File: src/hdl/assert_macros.svh
`ifndef ASSERT_MACROS_SVH
`define ASSERT_MACROS_SVH

// checked at every rising edge outside reset
`define URMKD_ASSERT(label, clk, rst, prop, msg) \
   label: assert property (@(posedge clk) disable iff (rst) prop) else $error(msg);

// checked at every rising edge, reset included
`define URMKD_ASSERT_ALWAYS(label, clk, prop, msg) \
   label: assert property (@(posedge clk) prop) else $error(msg);

`endif

File: src/hdl/urmkd_pkg.sv
package urmkd_pkg;

   localparam int MIX_CELLS = 24;
   localparam int K_COUNT   = MIX_CELLS + 2;

   localparam logic OP_PASSWORD = 1'b0;
   localparam logic OP_PACK     = 1'b1;

   localparam logic [31:0] MIX_K [K_COUNT] = '{
      32'h6D835AFC, 32'h7D15CD97, 32'h0942B409, 32'h32F9C923, 32'hA811FB02,
      32'h64F121E8, 32'hD1CC8B4E, 32'hE8873E6F, 32'h61399BBB, 32'hF1B91926,
      32'hAC661520, 32'hA21A31C9, 32'hD424808D, 32'hFE118E07, 32'hD18E728D,
      32'hABAC9E17, 32'h18066433, 32'h00E18E79, 32'h65A77305, 32'h5AE9E297,
      32'h11FC628C, 32'h7BB3431F, 32'h942A8308, 32'hB2F8FD20, 32'h5728B869,
      32'h30726D5A
   };

   localparam logic [15:0] PACK_XOR = 16'h5555;

   typedef struct packed {
      logic        valid;
      logic        opcode;
      logic [31:0] p;
      logic [31:0] q;
   } stage_type;

endpackage

File: src/hdl/urmkd_mix_cell.sv
module urmkd_mix_cell
   import urmkd_pkg::*;
(
   input  logic        clock,
   input  logic        reset,
   input  logic        advance,
   input  logic [31:0] k_value,
   input  stage_type   stage_in,
   output stage_type   stage_out
);

   logic [31:0] mixed;
   logic [63:0] doubled;
   logic [31:0] t_in;
   stage_type   stage_ff;

   // t = rotl(p ^ q, q) + k, pair moves on as (q, t)
   always_comb begin
      mixed   = stage_in.p ^ stage_in.q;
      doubled = {mixed, mixed} << stage_in.q[4:0];
      t_in    = doubled[63:32] + k_value;
   end

   always_ff @(posedge clock) begin
      if (reset) begin
         stage_ff.valid <= 1'b0;
      end else if (advance) begin
         stage_ff.valid <= stage_in.valid;
      end
      if (advance) begin
         stage_ff.opcode <= stage_in.opcode;
         stage_ff.p      <= stage_in.q;
         stage_ff.q      <= t_in;
      end
   end

   assign stage_out = stage_ff;

endmodule

File: config.mk
export PLATFORM = sky130hd
export DESIGN_NAME = urmkd_mix_cell
export DESIGN_NICKNAME = d
export VERILOG_FILES = /design/src/hdl/assert_macros.svh /design/src/hdl/urmkd_pkg.sv /design/src/hdl/urmkd_mix_cell.sv
export SDC_FILE = /design/constraint.sdc
export NUM_CORES = 1
export LEC_CHECK = 0
export ABC_AREA = 1
export BUFFER_PORTS_ARGS = -buffer_cell sky130_fd_sc_hd__buf_2
export CAP_MARGIN = 40
export CELL_PAD_IN_SITES_DETAIL_PLACEMENT = 1
export CELL_PAD_IN_SITES_GLOBAL_PLACEMENT = 2
export CORE_MARGIN = 2
export CORE_UTILIZATION = 30
export DETAILED_ROUTE_END_ITERATION = 10
export GPL_TIMING_DRIVEN = 0
export PLACE_DENSITY_LB_ADDON = 0.2
export SLEW_MARGIN = 20
export SYNTH_ARGS = -nofsm -noshare
export SYNTH_HDL_FRONTEND = slang
export SYNTH_SLANG_ARGS = --single-unit
File: constraint.sdc
create_clock -name clock -period 3.95 [get_ports clock]
set_clock_uncertainty 0.2 [all_clocks]
set_input_delay 0.395 -clock clock [delete_from_list [all_inputs] [get_ports clock]]
set_output_delay 0.395 -clock clock [all_outputs]
set_load 0.02 [all_outputs]
==> results.toml <==
[status]
run_status = "completed"

[worst_setup_path]
slowest_delay_ns = 0.45
cp.required_ns = 3.86
critPathLaunchType = "primary input"
slowest_stage = "o21ai_1"
path_common_cell = "nand2_1"
crit_start = "stage_in[3]"
crit_arrival_ns = 3.64
reg2reg_from = "stage_out[65]"
crit_path_max_fanout = 10
path_class = "in -> reg"
path_cells = "buf_2, buf_2, inv_2, nand2_1, a31oi_1, mux2i_1, nand2_1, nand3_1, nand3_1, nand2_1, ha_1, nand2_1, nor2_1, nand2_1, o21ai_1, a21oi_1, nand3_1, nand2_1"
crit_path_end_kind = "flip-flop"

[min_path]
min_from = "stage_in[64]"
min_path_type = "in -> reg"

[routing]
wirelength_mm = 26.3
drt_iter0_markers = 366
first_pass_iters = 5
vias = 7320
drc_errors = 0
routedWlPerCell_microns = 18.3
ant_nets = 0
routed_via_density = 5.10

[global_route]
grt_start_max_net_pins = 40
grt.total_usage_pct = 22.4
grt_pass1_vias = 7464
overflow = 0
antenna_found_initial = 0
grt_pass1_wl_mm = 41.1

[power_and_ir_drop]
power.total_mw = 3.20
pwr_density_cell_nw_per_um2 = 386
ir_drop_mv = 0.191
p_leak_nw = 4.11

[clock_network]
htreeDepth = 3
root_buffer = "clkbuf_16"
cts_setup_buffers = 0
clockBufferDepth = 2
cts_tree = "yes"
cts_buffers = 9
cts.clk_slew.worst_paths_ns = 0.07
clk-insertion-delay-late_ns = 0.35
cts_sinks = 66

[floorplanning]
die_w_microns = 154
die_area_sq_um = 23800
num_rows = 54
ios = 167
core_sq_um = 22000
fp.dieH_microns = 154
start_util_pct = 30.8

[final_layout]
syn2layout_area_growth_pct = 22.4
layout.nets = 1286
drive_gt1_share_pct = 24.0
utilization_pct = 37.7
n_antenna_cell = 0
fillers = 2837
largest_reg_flops = 66

[sta]
hold_ws_ns = 0.0299
fmax_ghz = 0.268
relSlewSlack_pct = 60.5
maxSlewViolCount = 0
worst_slew_pin_slew_ns = 0.592
post-route-period-util_pct = 94.4
hold_viol = 0
timing.final.ws_setup_ns = 0.223
min_period_ns = 3.73
rsz0062_at_grt = "false"
final-setup-viol-count = 0

[yosys]
netlist-cell-type-count = 45
synth.area.top_cells = "edfxtp_1, nand2_1, nand3_1"
synth_top_flop_cell = "edfxtp_1"
yosysTopAreaCell = "edfxtp_1"
yosys-top-cells-count = "nand2_1, nand3_1, inv_1, edfxtp_1, a21oi_1"
synth_edf_count = 65
synth_seq_area_share_pct = 29.1
syn_nets = 1107
synth_area_sq_um = 6770
yosysMostFrequentCell = "nand2_1"
postSynthCellCount = 971
synth_top_area_share_pct = 28.8
async_flop_share_pct = 0
synth-seq-cells = 66
postSynthAreaPerCell_sq_um = 6.97
yosys_warnings = 0

[placed_design]
hpwl_mm = 22.3
port_buffers = 166
place_congestion = 0.904
pre_cts_slack_ns = -0.132

[flow_run]
cap_violations = 0
-- where the power goes --
part / internal [mW] / switching, mW
Combinational: 0.459 / 0.950
Sequential: 0.922 / 0.0239
Clock: 0.488 / 0.353
-- cell type report --
class | count | area, sq um | share of cell area, %
well taps | 280 | 350 | 4.23
plain buffers | 37 | 259 | 3.13
multi-input cells | 769 | 4160 | 50.3
clock inverters | 7 | 70.1 | 0.846
repair buffers | 168 | 863 | 10.4
inverters | 99 | 379 | 4.58
clock buffers | 9 | 225 | 2.72
flip-flops and latches | 66 | 1970 | 23.8
-- cell usage in the layout, fill, tap and decap left out, types with 5 or more instances in the layout --
master,synthesis,routed
clkbuf_1,6,5
nand2_1,286,286
inv_1,92,92
xnor2_1,8,8
nor3_1,6,6
clkbuf_16,0,9
nand3_1,191,191
o211ai_1,11,11
a21oi_1,43,42
buf_1,6,6
edfxtp_1,65,65
nor2_1,38,38
o21ai_1,21,22
nand3_2,16,16
inv_2,6,6
xor2_1,18,18
buf_6,8,8
nand2_2,13,13
o21ai_2,11,11
o21ai_0,22,21
o211ai_2,9,9
buf_2,10,175
ha_1,34,34
buf_4,5,6
-- cell families after synthesis --
logic type	share of synthesized area (%)
adder cells (fa/ha/maj)	6.58
buffers and inverters	9.41
AND/OR/NAND/NOR	38.4
multiplexers	0.444
AO/OA/AOI/OAI	12.7
flip-flops	29.1
XOR/XNOR	3.36
-- layer usage --
layer / GRT usage [%] / vias to the layer above / share of wire, %
li1: - / 3670 / -
met1: 32.2 / 3458 / 50
met2: 35.0 / 171 / 43
met3: 4.29 / 21 / 5.4
met4: 5.07 / 0 / 1.3
met5: 0 / - / 0
-- stage by stage --
stage	instances	area, sq um	TNS, ns
final	1435	8280	0
after detailed placement	1418	7970	-0.392
after CTS	1435	8280	0
after global placement	1417	7950	-0.845
after floorplan	971	6770	0
after global routing	1435	8280	0
-- worst max-delay path: cells and delay by family --
kind | cells | cell delay (ns)
AOI/OAI and AO/OA | 3 | 0.98
adders and majority gates | 1 | 0.38
buffers and inverters | 3 | 0.46
muxes | 1 | 0.19
and+or+nand+nor | 10 | 1.23
-- what timing repair did --
item                                    in CTS  in global routing
gates resized for setup                      0                  4
hold endpoints to repair                     1                  0
hold buffers                                 1                  0
endpoints found under the setup margin       0                  4
-- final timing paths --
path | to | cells past startpoint | slack (ns)
worst max-delay path | stage_out[31] | 18 | 0.22
worst max register to register | stage_out[65] | 2 | 3.17
worst min register to register | stage_out[65] | 2 | 0.29
worst min-delay path | stage_out[64] | 1 | 0.03
Note: power is estimated with default switching activity, not from simulation.
