File: config.mk
export PLATFORM = sky130hd
export DESIGN_NAME = urmkd_back
export DESIGN_NICKNAME = d
export VERILOG_FILES = /design/src/hdl/assert_macros.svh /design/src/hdl/urmkd_pkg.sv /design/src/hdl/urmkd_back.sv
export SDC_FILE = /design/constraint.sdc
export NUM_CORES = 1
export LEC_CHECK = 0
export BUFFER_PORTS_ARGS = -buffer_cell sky130_fd_sc_hd__buf_4
export CORE_UTILIZATION = 40
export CTS_BUF_LIST = sky130_fd_sc_hd__clkbuf_4 sky130_fd_sc_hd__clkbuf_8
export CTS_CLUSTER_SIZE = 30
export DETAILED_ROUTE_END_ITERATION = 16
export PLACE_DENSITY = 0.69
export SLEW_MARGIN = 25
export SYNTH_ARGS = -nofsm -noshare
export SYNTH_HDL_FRONTEND = slang
export SYNTH_SLANG_ARGS = --single-unit
File: constraint.sdc
create_clock -name clock -period 8.2 [get_ports clock]
set_input_delay 0.82 -clock clock [delete_from_list [all_inputs] [get_ports clock]]
set_output_delay 0.82 -clock clock [all_outputs]
set_load 0.1 [all_outputs]
File: src/hdl/assert_macros.svh
`ifndef ASSERT_MACROS_SVH
`define ASSERT_MACROS_SVH

// checked at every rising edge outside reset
`define URMKD_ASSERT(label, clk, rst, prop, msg) \
   label: assert property (@(posedge clk) disable iff (rst) prop) else $error(msg);

// checked at every rising edge, reset included
`define URMKD_ASSERT_ALWAYS(label, clk, prop, msg) \
   label: assert property (@(posedge clk) prop) else $error(msg);

`endif

File: src/hdl/urmkd_pkg.sv
package urmkd_pkg;

   localparam int MIX_CELLS = 24;
   localparam int K_COUNT   = MIX_CELLS + 2;

   localparam logic OP_PASSWORD = 1'b0;
   localparam logic OP_PACK     = 1'b1;

   localparam logic [31:0] MIX_K [K_COUNT] = '{
      32'h6D835AFC, 32'h7D15CD97, 32'h0942B409, 32'h32F9C923, 32'hA811FB02,
      32'h64F121E8, 32'hD1CC8B4E, 32'hE8873E6F, 32'h61399BBB, 32'hF1B91926,
      32'hAC661520, 32'hA21A31C9, 32'hD424808D, 32'hFE118E07, 32'hD18E728D,
      32'hABAC9E17, 32'h18066433, 32'h00E18E79, 32'h65A77305, 32'h5AE9E297,
      32'h11FC628C, 32'h7BB3431F, 32'h942A8308, 32'hB2F8FD20, 32'h5728B869,
      32'h30726D5A
   };

   localparam logic [15:0] PACK_XOR = 16'h5555;

   typedef struct packed {
      logic        valid;
      logic        opcode;
      logic [31:0] p;
      logic [31:0] q;
   } stage_type;

endpackage

File: src/hdl/urmkd_back.sv
module urmkd_back
   import urmkd_pkg::*;
(
   input  logic        clock,
   input  logic        reset,
   input  logic        advance,
   input  stage_type   stage_in,
   output logic        out_valid,
   output logic [31:0] out_value
);

   logic [7:0]  m_byte [8];
   logic [1:0]  start;
   logic [10:0] byte_sum;
   logic [15:0] scaled;
   logic [15:0] pack_q;
   logic [31:0] value_in;
   logic        valid_ff;
   logic [31:0] value_ff;

   always_comb begin
      for (int i = 0; i < 4; i++) begin
         m_byte[i]   = stage_in.p[8*i +: 8];
         m_byte[i+4] = stage_in.q[8*i +: 8];
      end
      start = m_byte[0][1:0] + m_byte[2][1:0] + m_byte[4][1:0] + m_byte[6][1:0];
      byte_sum = 11'd0;
      for (int i = 0; i < 8; i++) begin
         byte_sum = byte_sum + 11'(m_byte[i]);
      end
      scaled = {2'b00, byte_sum, 3'b000} + {3'b000, byte_sum, 2'b00} + {5'b00000, byte_sum};
      pack_q = scaled ^ PACK_XOR;
      if (stage_in.opcode == OP_PASSWORD) begin
         value_in = {m_byte[3'(start) + 3'd3], m_byte[3'(start) + 3'd2],
                     m_byte[3'(start) + 3'd1], m_byte[3'(start)]};
      end else begin
         value_in = {16'h0000, pack_q[7:0], pack_q[15:8]};
      end
   end

   always_ff @(posedge clock) begin
      if (reset) begin
         valid_ff <= 1'b0;
      end else if (advance) begin
         valid_ff <= stage_in.valid;
      end
   end

   always_ff @(posedge clock) begin
      if (advance) begin
         value_ff <= value_in;
      end
   end

   assign out_valid = valid_ff;
   assign out_value = value_ff;

endmodule

==> reports/metrics.yaml, run 1 <==
outcome: "finished, violations left"
violations: "design-rule violations"
drtIter0Drc: 302
cts_root_buffer: "clkbuf_8"
grt_usage_pct: 21.3
dpl_cell_area_sq_um: 6030
rsz0062_at_grt: "false"
post-route-util_pct: 49.1
clockBufferDepth: 2
vias_per_cell: 5.41
cp-end-kind: "register"
drtAntennaViolNets: 0
async_reset_ff_share_pct: 0
fin_crit_ns: 6.75
maxSlewViolCount: 0
post_cts_resized: 0
crit_fanout: 5
placed_cells: 721
wl_um: 13000
final_area_sq_um: 6170
grt_pass1_wl_um: 21600
postCtsSetupRepairBufs: 0
critPathKind: "in -> reg"
clk_latency_ns: 0.29
ys_ff_latch: 33
core_area_sq_um: 12600
layout-drive-gt1-share_pct: 28.9
yosys_warnings: 0
finalSetupViolations: 0
synth_edf_count: 32
firstDrtPassIters: 10
ys_seq_area_share_pct: 19.1
synth_nets: 621
final.setup.tns_ns: 0
cts_tree: "done"
row_count: 41
die_w_um: 115
netlist_area_sq_um: 5140
worstMarginPinSlew_ns: 0.771
hpwl_um: 10200
place_congestion: 0.857
antenna_found_initial: 0
finClkSkew_ns: 0
wl_per_cell_um: 17.9
synth_cell_type_count: 49
area_growth_pct: 19.9
overflow: 0
floorplan.initialDensity_pct: 40.9
nets: 711
drc_errors: 2
synthFlopType: "edfxtp_1"
slew_headroom_pct: 48.6
maxCapViolations: 0
hold_class: "reg -> reg"
syn_inst: 466
clkTransAtPathRegs_ns: 0.08
instances_no_fill: 729
cts_hold_repair.buffers: 0
numCtsBuffers: 5
h-tree-depth: 2
grt_pass1_vias: 4258
cp.required_ns: 8.26
max_freq_mhz: 148
cts_sinks: 33
crit_path_start_kind: "primary input"
dr_total_vias: 3946
diodes: 0
syn_area_per_cell_sq_um: 11.0
grt_max_degree: 46
ios: 102
worstPathArrival_ns: 6.81
dieArea_sq_um: 13300
min_period_over_period_pct: 82.4
portBuffers: 101
hold_violations: 0
die_h_um: 115
-- stage by stage --
step / setup slack (ns) / hold WS (ns)
detailed placement: 1.17 / 0.513
global placement: 1.33 / 0.475
finish: 1.45 / 0.517
CTS: 1.48 / 0.534
floorplan: 1.65 / 0.892
global route: 0.936 / 0.550
-- cell usage in the layout (no fill, tap or decap), types with 8 or more instances in the layout --
cell      count
fa_1         56
ha_1         29
o22ai_1       8
nand2_1      17
xnor2_1       9
o21ai_0      19
mux4_2       37
a211oi_1     12
a21oi_1      17
inv_1       100
nor2_1       22
edfxtp_1     32
mux2i_1      27
buf_4       103
-- kinds of logic (layout without fill, tap and decap cells) --
kind of cell	Yosys count	count (layout)	share of synthesized area (%)
flip-flops	33	33	19.1
AND/OR/NAND/NOR	56	56	4.89
XOR/XNOR	21	21	5.06
AO/OA/AOI/OAI	82	82	10.4
buffers and inverters	121	212	9.37
multiplexers	67	67	22.1
adder cells (fa/ha/maj)	86	86	29.1
-- synth_stat cells (10+ instances only) --
cell      instances  area share (%)
mux2i_1          27             5.3
inv_1           100             7.3
mux4_2           37              16
nand2_1          17             1.2
o21ai_0          19             1.8
fa_1             56              22
edfxtp_1         32              19
ha_1             30             7.3
a21oi_1          17             1.7
nor2_1           22             1.6
a211oi_1         12             1.8
clkbuf_1         10            0.73
-- sequential cells by signal (all words and copies together), names as in the netlist --
signal	cells
out_value	32
out_valid	1
-- layout make-up --
type / count / area [sq um]
Multi-Input combinational cell: 312 / 3680
Timing Repair Buffer: 103 / 773
Fill cell: 1158 / 6400
Clock buffer: 5 / 68.8
Inverter: 101 / 382
Sequential cell: 33 / 981
Tap cell: 172 / 215
Clock inverter: 3 / 65.1
-- layer usage --
metal / wire length [um] / vias up / GRT usage [%]
li1: - / 1806 / -
met1: 5310 / 1988 / 27.0
met2: 6920 / 143 / 38.8
met3: 707 / 9 / 2.69
met4: 111 / 0 / 4.68
met5: 0 / - / 0
-- critical path, stage by stage --
cell       delay (ns)
buf_4            0.09
inv_1            0.06
fa_1             0.54
inv_1            0.06
fa_1             0.51
fa_1             0.53
fa_1             0.49
ha_1             0.24
fa_1             0.41
a21o_1           0.19
a21oi_1          0.26
xnor2_1          0.21
inv_1            0.14
fa_1             0.49
inv_1            0.04
ha_1             0.24
a211oi_1         0.30
o21bai_1         0.19
a2111oi_0        0.55
o311ai_0         0.21
and3_1           0.22
-- final timing paths --
| path | from | end | slack (ns) | cells after the start |
|---|---|---|---|---|
| max | stage_in[2] | out_value[3] | 1.45 | 21 |
| min | out_valid | out_valid | 0.52 | 2 |
| max reg2reg | out_valid | out_valid | 7.61 | 2 |
| min reg2reg | out_valid | out_valid | 0.52 | 2 |
Power of run 1 is not shown: default switching activity piles up to over one toggle a cycle in this logic, so the estimate is an artifact.
==> run 2, diff against run 1 <==
--- a/config.mk
+++ b/config.mk
@@ -10,7 +10,7 @@
 export CTS_BUF_LIST = sky130_fd_sc_hd__clkbuf_4 sky130_fd_sc_hd__clkbuf_8
 export CTS_CLUSTER_SIZE = 30
 export DETAILED_ROUTE_END_ITERATION = 16
-export PLACE_DENSITY = 0.69
+export PLACE_DENSITY = 0.71
 export SLEW_MARGIN = 25
 export SYNTH_ARGS = -nofsm -noshare
 export SYNTH_HDL_FRONTEND = slang
==> constraint.sdc (replaced) <==
create_clock -name clock -period 5.65 [get_ports clock]
set_input_delay 0.565 -clock clock [delete_from_list [all_inputs] [get_ports clock]]
set_output_delay 0.565 -clock clock [all_outputs]
set_load 0.1 [all_outputs]
==> run 2 against run 1 <==
  * The flow finishes with violations (negative setup slack)
  * Clock skew is the same
  * First-iteration DRC count shrank 9.6%
  * Global-route usage grew 0.29 points
  * Sequential share of layout area is 1.9 points lower
  * Critical path depth grew 1
  * Core utilization is 6.8 points higher
  * Count of clock-buffer cells in the layout up 1
  * Largest cell class unchanged
==> reports/metrics.yaml, run 2 (synthesized netlist as in run 1, its figures left out) <==
dr_total_vias: 4290  # +8.7%
post-place-ws_ns: -0.434  # -1.60 ns
dieArea_sq_um: 13300  # unchanged
h-tree-depth: 2  # unchanged
hpwl_um: 11100  # +8.9%
largest_register_ffs: 32  # unchanged
grt_max_degree: 46  # unchanged
maxSlewViolCount: 0  # unchanged
final_cell_mix: "184 x buf_4, 85 x inv_1, 53 x fa_1, 37 x mux4_2, 32 x edfxtp_1"
max_freq_mhz: 174
critPathKind: "in -> reg"
cts_tree: "done"
wl_um: 13800  # +6.1%
clockBufferDepth: 2  # unchanged
violations: "negative setup slack"
layout-drive-gt1-share_pct: 45.4  # +16 points
cts_hold_repair.buffers: 0  # unchanged
cts_sinks: 33  # unchanged
finClkSkew_ns: 0  # unchanged
fin_crit_ns: 5.75
fin_ws_ns: -0.100  # -1.55 ns
hold_class: "in -> reg"
crit_path_start_kind: "primary input"
nets: 796  # +12%
numCtsBuffers: 5  # unchanged
slew_headroom_pct: 51.2  # +2.6 points
rsz0062_at_grt: "true"
area_growth_pct: 36.6
cp-end-kind: "register"
grt_pass1_wl_um: 21700  # +0.58%
crit_fanout: 4  # -1
clkTransAtPathRegs_ns: 0.08  # about the same
grt_usage_pct: 21.6  # +0.29 points
drc_errors: 0  # -2
antenna_found_initial: 0  # unchanged
diodes: 0  # unchanged
grt_pass1_vias: 4370  # +2.6%
die_h_um: 115  # unchanged
ios: 102  # unchanged
finalSetupViolations: 5  # +5
firstDrtPassIters: 5  # -5
fill_cells: 1081  # -6.6%
vias_per_cell: 5.28  # -2.5%
row_count: 41  # unchanged
floorplan.initialDensity_pct: 40.9  # unchanged
drtAntennaViolNets: 0  # unchanged
wl_per_cell_um: 17.0  # -4.9%
min_period_over_period_pct: 102
worstPathArrival_ns: 5.79  # -1.02 ns
cp.required_ns: 5.69  # -2.57 ns
worstMarginPinSlew_ns: 0.732  # -0.0387 ns
clk_latency_ns: 0.30  # about the same
hold_violations: 0  # unchanged
outcome: "finished, violations left"
overflow: 0  # unchanged
die_w_um: 115  # unchanged
core_area_sq_um: 12600  # unchanged
portBuffers: 101  # unchanged
cts_root_buffer: "clkbuf_8"
maxCapViolations: 0  # unchanged
place_congestion: 0.881  # +2.8%
layout_commonest_cell: "buf_4"
drtIter0Drc: 273  # -9.6%
-- run 2: cell types whose count changed in the layout (fill, tap and decap cells not counted), moves of 6 or more --
cell and delta:
ha_1 -8, ha_4 +8, a21oi_1 -7, buf_4 +81, inv_2 +13, a21oi_2 +6, inv_1 -15
-- run 2: worst paths after layout --
kind	cells past startpoint	slack (ns)	to	from
max	22	-0.10	out_value[4]	stage_in[10]
min	2	0.42	out_valid	reset
max reg2reg	2	5.07	out_valid	out_valid
min reg2reg	2	0.51	out_valid	out_valid
-- run 2: what timing repair did --
item	CTS	global route
endpoints found under the setup margin	6	8
buffers inserted	2	3
gates resized for setup	11	15
pin swaps	32	23
-- run 2: cell type report --
class	count	area, sq um	area share [%]
clock buffer	6	76.3	1.09
tap	172	215	3.06
sequential	33	981	14.0
timing repair buffer	188	1440	20.5
multi-input combinational	312	3920	55.8
clock inverter	1	3.75	0.0534
inverter	101	392	5.57
-- run 2: worst max-delay path, stage by stage --
cell and delay (ns):
buf_4 0.10, inv_2 0.04, fa_1 0.51, inv_2 0.04, fa_1 0.54, fa_1 0.43, fa_1 0.51, ha_4 0.20
fa_2 0.42, a21o_1 0.20, a21oi_4 0.18, o21ai_2 0.09, a211oi_2 0.25, inv_1 0.12, xnor2_1 0.24, ha_1 0.31
ha_4 0.30, and4_4 0.22, o21a_1 0.14, a21oi_2 0.07, xnor2_1 0.18, a22oi_1 0.11
-- run 2: per-layer routing --
layer / track usage, % / part of all wire [%]
met5: 0 / 0
met3: 3.16 / 5.7
met4: 7.62 / 2.9
met2: 37.6 / 51
met1: 27.3 / 40
-- run 2: metrics by stage --
step / hold WS, ns / cell area [sq um] / utilization [%] / TNS [ns] / std cells
after global placement: 0.477 / 6820 / 54.3 / -2.32 / 801
final: 0.416 / 7030 / 55.9 / -0.310 / 813
after global routing: 0.412 / 7030 / 55.9 / -1.20 / 813
after CTS: 0.407 / 6960 / 55.4 / -0.290 / 810
after floorplan: 0.637 / 5330 / - / -0.217 / 466
after detailed placement: 0.491 / 6820 / 54.3 / -2.89 / 801
Power of run 2 is left out for the same reason.
