--- config.mk ---
export PLATFORM = sky130hd
export DESIGN_NAME = urmkd_front
export DESIGN_NICKNAME = d
export VERILOG_FILES = /design/src/hdl/assert_macros.svh /design/src/hdl/urmkd_pkg.sv /design/src/hdl/urmkd_front.sv
export SDC_FILE = /design/constraint.sdc
export NUM_CORES = 1
export LEC_CHECK = 0
export BUFFER_PORTS_ARGS = -buffer_cell sky130_fd_sc_hd__clkbuf_2
export CAP_MARGIN = 20
export CELL_PAD_IN_SITES_DETAIL_PLACEMENT = 1
export CELL_PAD_IN_SITES_GLOBAL_PLACEMENT = 2
export CORE_ASPECT_RATIO = 1.75
export CORE_UTILIZATION = 37
export DETAILED_ROUTE_END_ITERATION = 10
export PLACE_DENSITY_LB_ADDON = 0.25
export SLEW_MARGIN = 10
export SYNTH_ARGS = -nofsm -noshare
export SYNTH_HDL_FRONTEND = slang
export SYNTH_SLANG_ARGS = --single-unit
export TNS_END_PERCENT = 5
--- constraint.sdc ---
create_clock -name clock -period 13.9 [get_ports clock]
set_clock_uncertainty 0.05 [all_clocks]
set_input_delay 2.78 -clock clock [delete_from_list [all_inputs] [get_ports clock]]
set_output_delay 2.78 -clock clock [all_outputs]
set_load 0.01 [all_outputs]
--- src/hdl/assert_macros.svh ---
`ifndef ASSERT_MACROS_SVH
`define ASSERT_MACROS_SVH

// checked at every rising edge outside reset
`define URMKD_ASSERT(label, clk, rst, prop, msg) \
   label: assert property (@(posedge clk) disable iff (rst) prop) else $error(msg);

// checked at every rising edge, reset included
`define URMKD_ASSERT_ALWAYS(label, clk, prop, msg) \
   label: assert property (@(posedge clk) prop) else $error(msg);

`endif

--- src/hdl/urmkd_pkg.sv ---
package urmkd_pkg;

   localparam int MIX_CELLS = 24;
   localparam int K_COUNT   = MIX_CELLS + 2;

   localparam logic OP_PASSWORD = 1'b0;
   localparam logic OP_PACK     = 1'b1;

   localparam logic [31:0] MIX_K [K_COUNT] = '{
      32'h6D835AFC, 32'h7D15CD97, 32'h0942B409, 32'h32F9C923, 32'hA811FB02,
      32'h64F121E8, 32'hD1CC8B4E, 32'hE8873E6F, 32'h61399BBB, 32'hF1B91926,
      32'hAC661520, 32'hA21A31C9, 32'hD424808D, 32'hFE118E07, 32'hD18E728D,
      32'hABAC9E17, 32'h18066433, 32'h00E18E79, 32'h65A77305, 32'h5AE9E297,
      32'h11FC628C, 32'h7BB3431F, 32'h942A8308, 32'hB2F8FD20, 32'h5728B869,
      32'h30726D5A
   };

   localparam logic [15:0] PACK_XOR = 16'h5555;

   typedef struct packed {
      logic        valid;
      logic        opcode;
      logic [31:0] p;
      logic [31:0] q;
   } stage_type;

endpackage

--- src/hdl/urmkd_front.sv ---
module urmkd_front
   import urmkd_pkg::*;
(
   input  logic        clock,
   input  logic        reset,
   input  logic        advance,
   input  logic        in_valid,
   input  logic [55:0] uid,
   input  logic        opcode,
   output stage_type   stage_out
);

   logic [7:0]  u_byte [8];
   logic [7:0]  buf_byte [8];
   logic [2:0]  offset;
   logic [2:0]  src;
   stage_type   stage_ff;
   stage_type   stage_in;

   always_comb begin
      for (int i = 0; i < 7; i++) begin
         u_byte[i] = uid[8*(6-i) +: 8];
      end
      u_byte[7] = 8'h00;
      if (opcode == OP_PASSWORD) begin
         offset = u_byte[1][2:0] + u_byte[3][2:0] + u_byte[5][2:0];
      end else begin
         offset = u_byte[2][2:0] + u_byte[5][2:0];
      end
      src = 3'd0;
      for (int j = 0; j < 8; j++) begin
         src         = 3'(j) - offset;
         buf_byte[j] = u_byte[src];
      end
      stage_in.valid  = in_valid;
      stage_in.opcode = opcode;
      stage_in.p = {buf_byte[3], buf_byte[2], buf_byte[1], buf_byte[0]} + MIX_K[0];
      stage_in.q = {buf_byte[7], buf_byte[6], buf_byte[5], buf_byte[4]} + MIX_K[1];
   end

   always_ff @(posedge clock) begin
      if (reset) begin
         stage_ff.valid <= 1'b0;
      end else if (advance) begin
         stage_ff.valid <= stage_in.valid;
      end
      if (advance) begin
         stage_ff.opcode <= stage_in.opcode;
         stage_ff.p      <= stage_in.p;
         stage_ff.q      <= stage_in.q;
      end
   end

   assign stage_out = stage_ff;

endmodule

==> metrics.txt, run 1 <==
clk root buf=clkbuf_16; vias per inst=5.94; final setup margin=4490 ps; Via Count=6,570; dominant cells by area after synthesis=edfxtp_1, mux2i_1, nand2_1; pin count of the biggest net entering global routing=72; Clock Latency Late Sink=340 ps; YS warnings=0; leak pwr=3.20 nW; WL/cell=23.7 um; EDFF count, synth=65; Max transition margin=0.308; Period minus WS final=9410 ps; final routed DRC violation total=0; Synth Area in Simple Gates=0.201; critical path capture point type=flop; number of global-route vias before repair=6,812; syn nets=831; CP required=13,920 ps; Area Overhead vs Synth=15.3%; Cell Pwr Density=200 nW/um^2; initial antenna violation count=0; XOR/XNOR share of the synthesized area=0.0870; setup TNS=0 ps; crit path launch type=primary input; period utilisation layout=0.677; post-synthesis mux area share=0.168; diodes inserted=0; die width=104 um; Mapped Cells=762; critical path class=primary input to flop; Tot Pwr=1.55 mW; Initial Utilization=0.375; Synth Area in Compound Gates=0.190; DRT antenna net count=0; final cell count without fillers=1,106; CTS tree=yes; TritonCTS buffer count=9; # resized after CTS=0; top-area cell type share of the netlist area=0.289; sequential-to-total area share from yosys stat=0.292; std cell rows=65; postcts setup bufs=0; Worst Hold Depth=2; number of I/O pins=127; fin util=0.432; final-stage net count=936; Clock transition at path regs=50 ps; max-slew violations=0; first-pass GRT wire length=40,300 um; maximum vdd drop=0.0000724 V; Worst Hold Class=flop to flop; CTS Sinks=66; pre-CTS setup slack=4280 ps; Fin. Hold Viols=0; MaxCap Viol Count=0; Max Root-Sink Buffers=2; Cell Area, Synth=6740 sq um; DP Cell Count=1,090; Unique masters post-synth=81; top_reg_cell synth=edfxtp_1; max reg flops=66; hold buffers post-CTS=0; GR Util All Layers=0.283; H-Tree Depth=3; drt total wl=26,200 um; Max Fclk=0.106 GHz; Worst Path Arrival=9430 ps; async set-reset flop share out of synthesis=0; main combinational cell family by area after synthesis=simple AND/OR/NAND/NOR gates; synthesized-area fraction occupied by adder cells=0.0182; worst slew pin tran=1040 ps; Yosys reg bits=66; depth of the worst register-to-register path=2; Detailed Routing Iterations Pass 1=5; First DRT Iteration DRCs=385; GRT Residual Overflow=0; die height=181 um; average size of a mapped cell=8.85 sq um; Worst Path Max Fanout=71; Routability Congestion=0.912; IO Port Bufs=126; detailed placement HPWL=20,600 um; largest area contributor in the netlist=edfxtp_1; share of post-route cells with drive strength above 1=0.239; Core Area=18,000 sq um; final setup fails=0; status=complete, no violations; RSZ-0062 raised after global routing=no; die area=18,800 sq um
## worst max-delay path: stages
cell,delay [ps]
clkbuf_2,140
fa_1,530
mux2i_4,150
buf_4,690
inv_4,330
ha_1,390
buf_4,260
inv_1,720
nor2_1,310
a22oi_1,460
nor2_1,80
a21oi_1,230
ha_1,310
o21ai_0,110
or3_1,390
o211a_1,300
o31a_1,380
o31a_1,370
nand2b_4,190
a21oi_2,160
xnor2_1,90
## final cells by class
type	count	area, sq um
inverter	18	70.1
multi-input combinational	639	4490
clock buffer	9	225
fill	2178	10200
clock inverter	7	36.3
tap	234	293
timing repair buffer	133	683
sequential	66	1970
## metrics by stage
| step | instance area (sq um) | hold WS (ps) |
|---|---|---|
| finish | 7770 | 452 |
| global route | 7770 | 497 |
| CTS | 7770 | 455 |
| detailed placement | 7510 | 439 |
| global placement | 7510 | 422 |
| floorplan | 6740 | 478 |
## cells by family after synthesis
| kind of cell | Yosys count |
|---|---|
| AND/OR/NAND/NOR | 284 |
| AO/OA/AOI/OAI | 186 |
| multiplexers | 98 |
| flip-flops | 66 |
| XOR/XNOR | 63 |
| buffers and inverters | 57 |
| adder cells (fa/ha/maj) | 8 |
## cell usage in the layout, fill, tap and decap left out, types with 5 or more instances in the layout
cell type  Yosys  layout
mux4_2         8       8
nand4_1        6       6
a31o_2         8       8
mux2i_1       69      69
clkbuf_16      0       9
nand2b_1       6       6
inv_1         16      16
nor2_1        65      65
a22oi_1       11      11
and3_1        20      20
clkbuf_2       0     125
nand3_1       24      24
or3_1          9       9
and2_1         8       8
mux2_2        17      17
xor2_1        20      20
edfxtp_1      65      65
xnor2_1       40      39
o21ai_1        8       8
o21ai_0       47      47
ha_1           5       5
clkinv_2       0       5
buf_4          1       7
nand2_1       99      99
nor3_1        25      25
o21a_1         8       8
a21oi_1       33      33
o2bb2ai_1      6       6
a211oi_1      14      14
a31oi_1        7       7
## where the power goes
group | total, mW | switching [mW] | internal, mW
clock | 0.206 | 0.0875 | 0.118
combinational | 0.967 | 0.608 | 0.359
sequential | 0.379 | 0.0232 | 0.355
## layer usage
metal | global-route usage | routed length, um | share of wire | vias to the layer above
met5 | 0 | 0 | 0 | -
met2 | 0.529 | 13800 | 0.53 | 218
met4 | 0.166 | 1560 | 0.060 | 0
met3 | 0.0401 | 986 | 0.038 | 64
li1 | - | - | - | 3027
met1 | 0.296 | 9800 | 0.37 | 3261
## final timing paths
path                                     from            end  slack [ps]
worst max-delay path                   uid[8]  stage_out[60]        4490
worst min-delay path            stage_out[65]  stage_out[65]         450
worst max register to register  stage_out[65]  stage_out[65]       13270
worst min register to register  stage_out[65]  stage_out[65]         450
## synth_stat cells (all sizes together), types with 8 or more instances
master	instances
nand2	99
mux2i	72
nor2	66
edfxtp	65
o21ai	56
xnor2	41
a21oi	37
nor3	25
nand3	24
buf	23
and3	20
xor2	20
mux2	18
inv	17
a211oi	16
clkbuf	16
a22oi	11
or3	9
a31o	8
and2	8
mux4	8
o21a	8
Power figures use the tool's default switching activity.
==> inputs of run 2 (changes only) <==
- ABC_AREA: unset -> 1
- CORE_UTILIZATION: 37 -> 28
- clock period: 13.9 -> 7.68 ns (I/O delays scaled with it)
==> metrics.txt, run 2 <==
CTS Sinks=66; Fin. Hold Viols=0; critical path class=primary input to flop; GRT Residual Overflow=0; Worst Path Arrival=6180 ps; pin count of the biggest net entering global routing=83; Reg area=1970 sq um; count leader, synth=nand2_1; slowest cell delay on critical path=690 ps; EDFF count, synth=65; worst reg-to-reg setup slack=7040 ps; max reg flops=66; # resized after CTS=0; top-area cell type share of the netlist area=0.256; average size of a mapped cell=6.05 sq um; Core Area=27,200 sq um; diodes inserted=0; Critical Path Slowest Stage Cell=ha_1; final routed DRC violation total=0; Period minus WS final=6110 ps; Clock Latency Late Sink=360 ps; die height=222 um; die area=28,400 sq um; First DRT Iteration DRCs=303; std cell rows=80; Area Overhead vs Synth=15.4%; Unique masters post-synth=38; worst slew pin tran=923 ps; Placement Cell Area=8610 sq um; CP most frequent cell=nand2_1; Yosys reg bits=66; YS warnings=0; WL/cell=18.0 um; async set-reset flop share out of synthesis=0; IO Port Bufs=126; CTS tree=yes; RSZ-0062 raised after global routing=no; max-slew violations=0; Cell Area, Synth=7740 sq um; CP Launch Point=uid[9]; setup TNS=0 ps; postcts setup bufs=0; number of I/O pins=127; CP required=7750 ps; maximum vdd drop=0.000115 V; Detailed Routing Iterations Pass 1=5; status=complete, no violations; first-pass GRT wire length=48,300 um; period utilisation layout=0.796; fin util=0.328; TritonCTS buffer count=9; Max transition margin=0.384; detailed placement HPWL=27,200 um; CP Capture Point=stage_out[62]; depth of the worst register-to-register path=2; hold buffers post-CTS=0; final setup margin=1570 ps; Routability Congestion=0.931; share of post-route cells with drive strength above 1=0.184; most frequent cells in the layout=nand2_1, inv_1, clkbuf_2; Initial Utilization=0.284; crit path launch type=primary input; Max Root-Sink Buffers=2; Via Count=8,364; DRT antenna net count=0; fin area=8930 sq um; initial antenna violation count=0; sequential-to-total area share from yosys stat=0.255; H-Tree Depth=3; MaxCap Viol Count=0; drt total wl=31,700 um; pre-CTS setup slack=1170 ps; number of global-route vias before repair=8,476; syn nets=1,348; leak pwr=4.44 nW; Max Fclk=0.164 GHz; Clock transition at path regs=60 ps; most common cell after layout, fill and taps aside=nand2_1; top cells by count, synth=nand2_1, inv_1, nand3_1; final setup fails=0; die width=128 um; Worst Path Max Fanout=24; top_reg_cell synth=edfxtp_1; largest area contributor in the netlist=nand2_1; Worst Hold Class=flop to flop; final-stage net count=1,457; Filler Cell Count=3,713; Mapped Cells=1,279; multi-input logic area=4870 sq um; Cell Pwr Density=341 nW/um^2; dominant cells by area after synthesis=nand2_1, edfxtp_1, inv_1; vias per inst=4.75; crit path cell chain=clkbuf_2 > inv_1 > fa_1 > inv_1 > ha_1 > nand2_1 > o21ai_4 > ha_1 > inv_1 > buf_4 > o21ai_0 > inv_1 > o21ai_2 > ha_1 > nand3_1 > nand3_1 > nand3_1 > nand2_1 > nand2_1 > nand2_1 > nand2_1; worst r2r dst=stage_out[65]; origin of the critical flop-to-flop path=stage_out[65]; GR Util All Layers=0.232; clk root buf=clkbuf_16; critical path capture point type=flop
## run 2: worst min path at each step
stage	startpoint	to	slack, ps	depth (start not counted)
6_report	stage_out[65]	stage_out[65]	460	2
5_1_grt	stage_out[65]	stage_out[65]	500	2
4_1_cts	stage_out[65]	stage_out[65]	470	2
3_5_place_dp	stage_out[65]	stage_out[65]	450	2
3_3_place_gp	stage_out[65]	stage_out[65]	430	2
2_1_floorplan	stage_out[65]	stage_out[65]	480	2
## run 2: logic make-up (layout without fill, tap and decap cells)
family          Yosys count  count (layout)  synth area share
simple gates            810             810             0.459
buf+inv                 201             315             0.117
compound gates          163             163             0.119
flops                    66              66             0.255
xor+xnor                 29              29            0.0328
fa+ha+maj                 8               8            0.0158
mux                       2               2           0.00259
## run 2: worst max-delay path, delay by kind of cell
family,cells,cell delay [ps]
and+or+nand+nor,8,980
adders and majority gates,4,1810
buffers and inverters,6,1110
AOI/OAI and AO/OA,3,740
## run 2: through the flow
step,total power [mW],hold WS (ps),cells
2_1_floorplan,1.95,478,1279
5_1_grt,3.30,501,1762
3_5_place_dp,2.61,451,1746
4_1_cts,3.09,467,1762
6_report,3.04,458,1762
3_3_place_gp,2.58,427,1745
## run 2: cell type report
type | count | area share
multi-input cells | 1012 | 0.545
flip-flops and latches | 66 | 0.221
repair buffers | 132 | 0.0756
inverters | 167 | 0.0707
well taps | 369 | 0.0517
clock buffers | 9 | 0.0252
clock inverters | 7 | 0.0115
## run 2: report_power, final
part	switching, mW	internal (mW)
registers	0.0384	0.611
clock network	0.181	0.287
logic	1.38	0.552
total	1.60	1.45
## run 2: routing by layer
layer	track usage	share of wire	up-vias	routed length, um
met3	0.0297	0.024	52	766
met1	0.239	0.37	3907	11900
met2	0.439	0.54	146	17300
met5	0	0	-	0
li1	-	-	4259	-
met4	0.134	0.057	0	1800
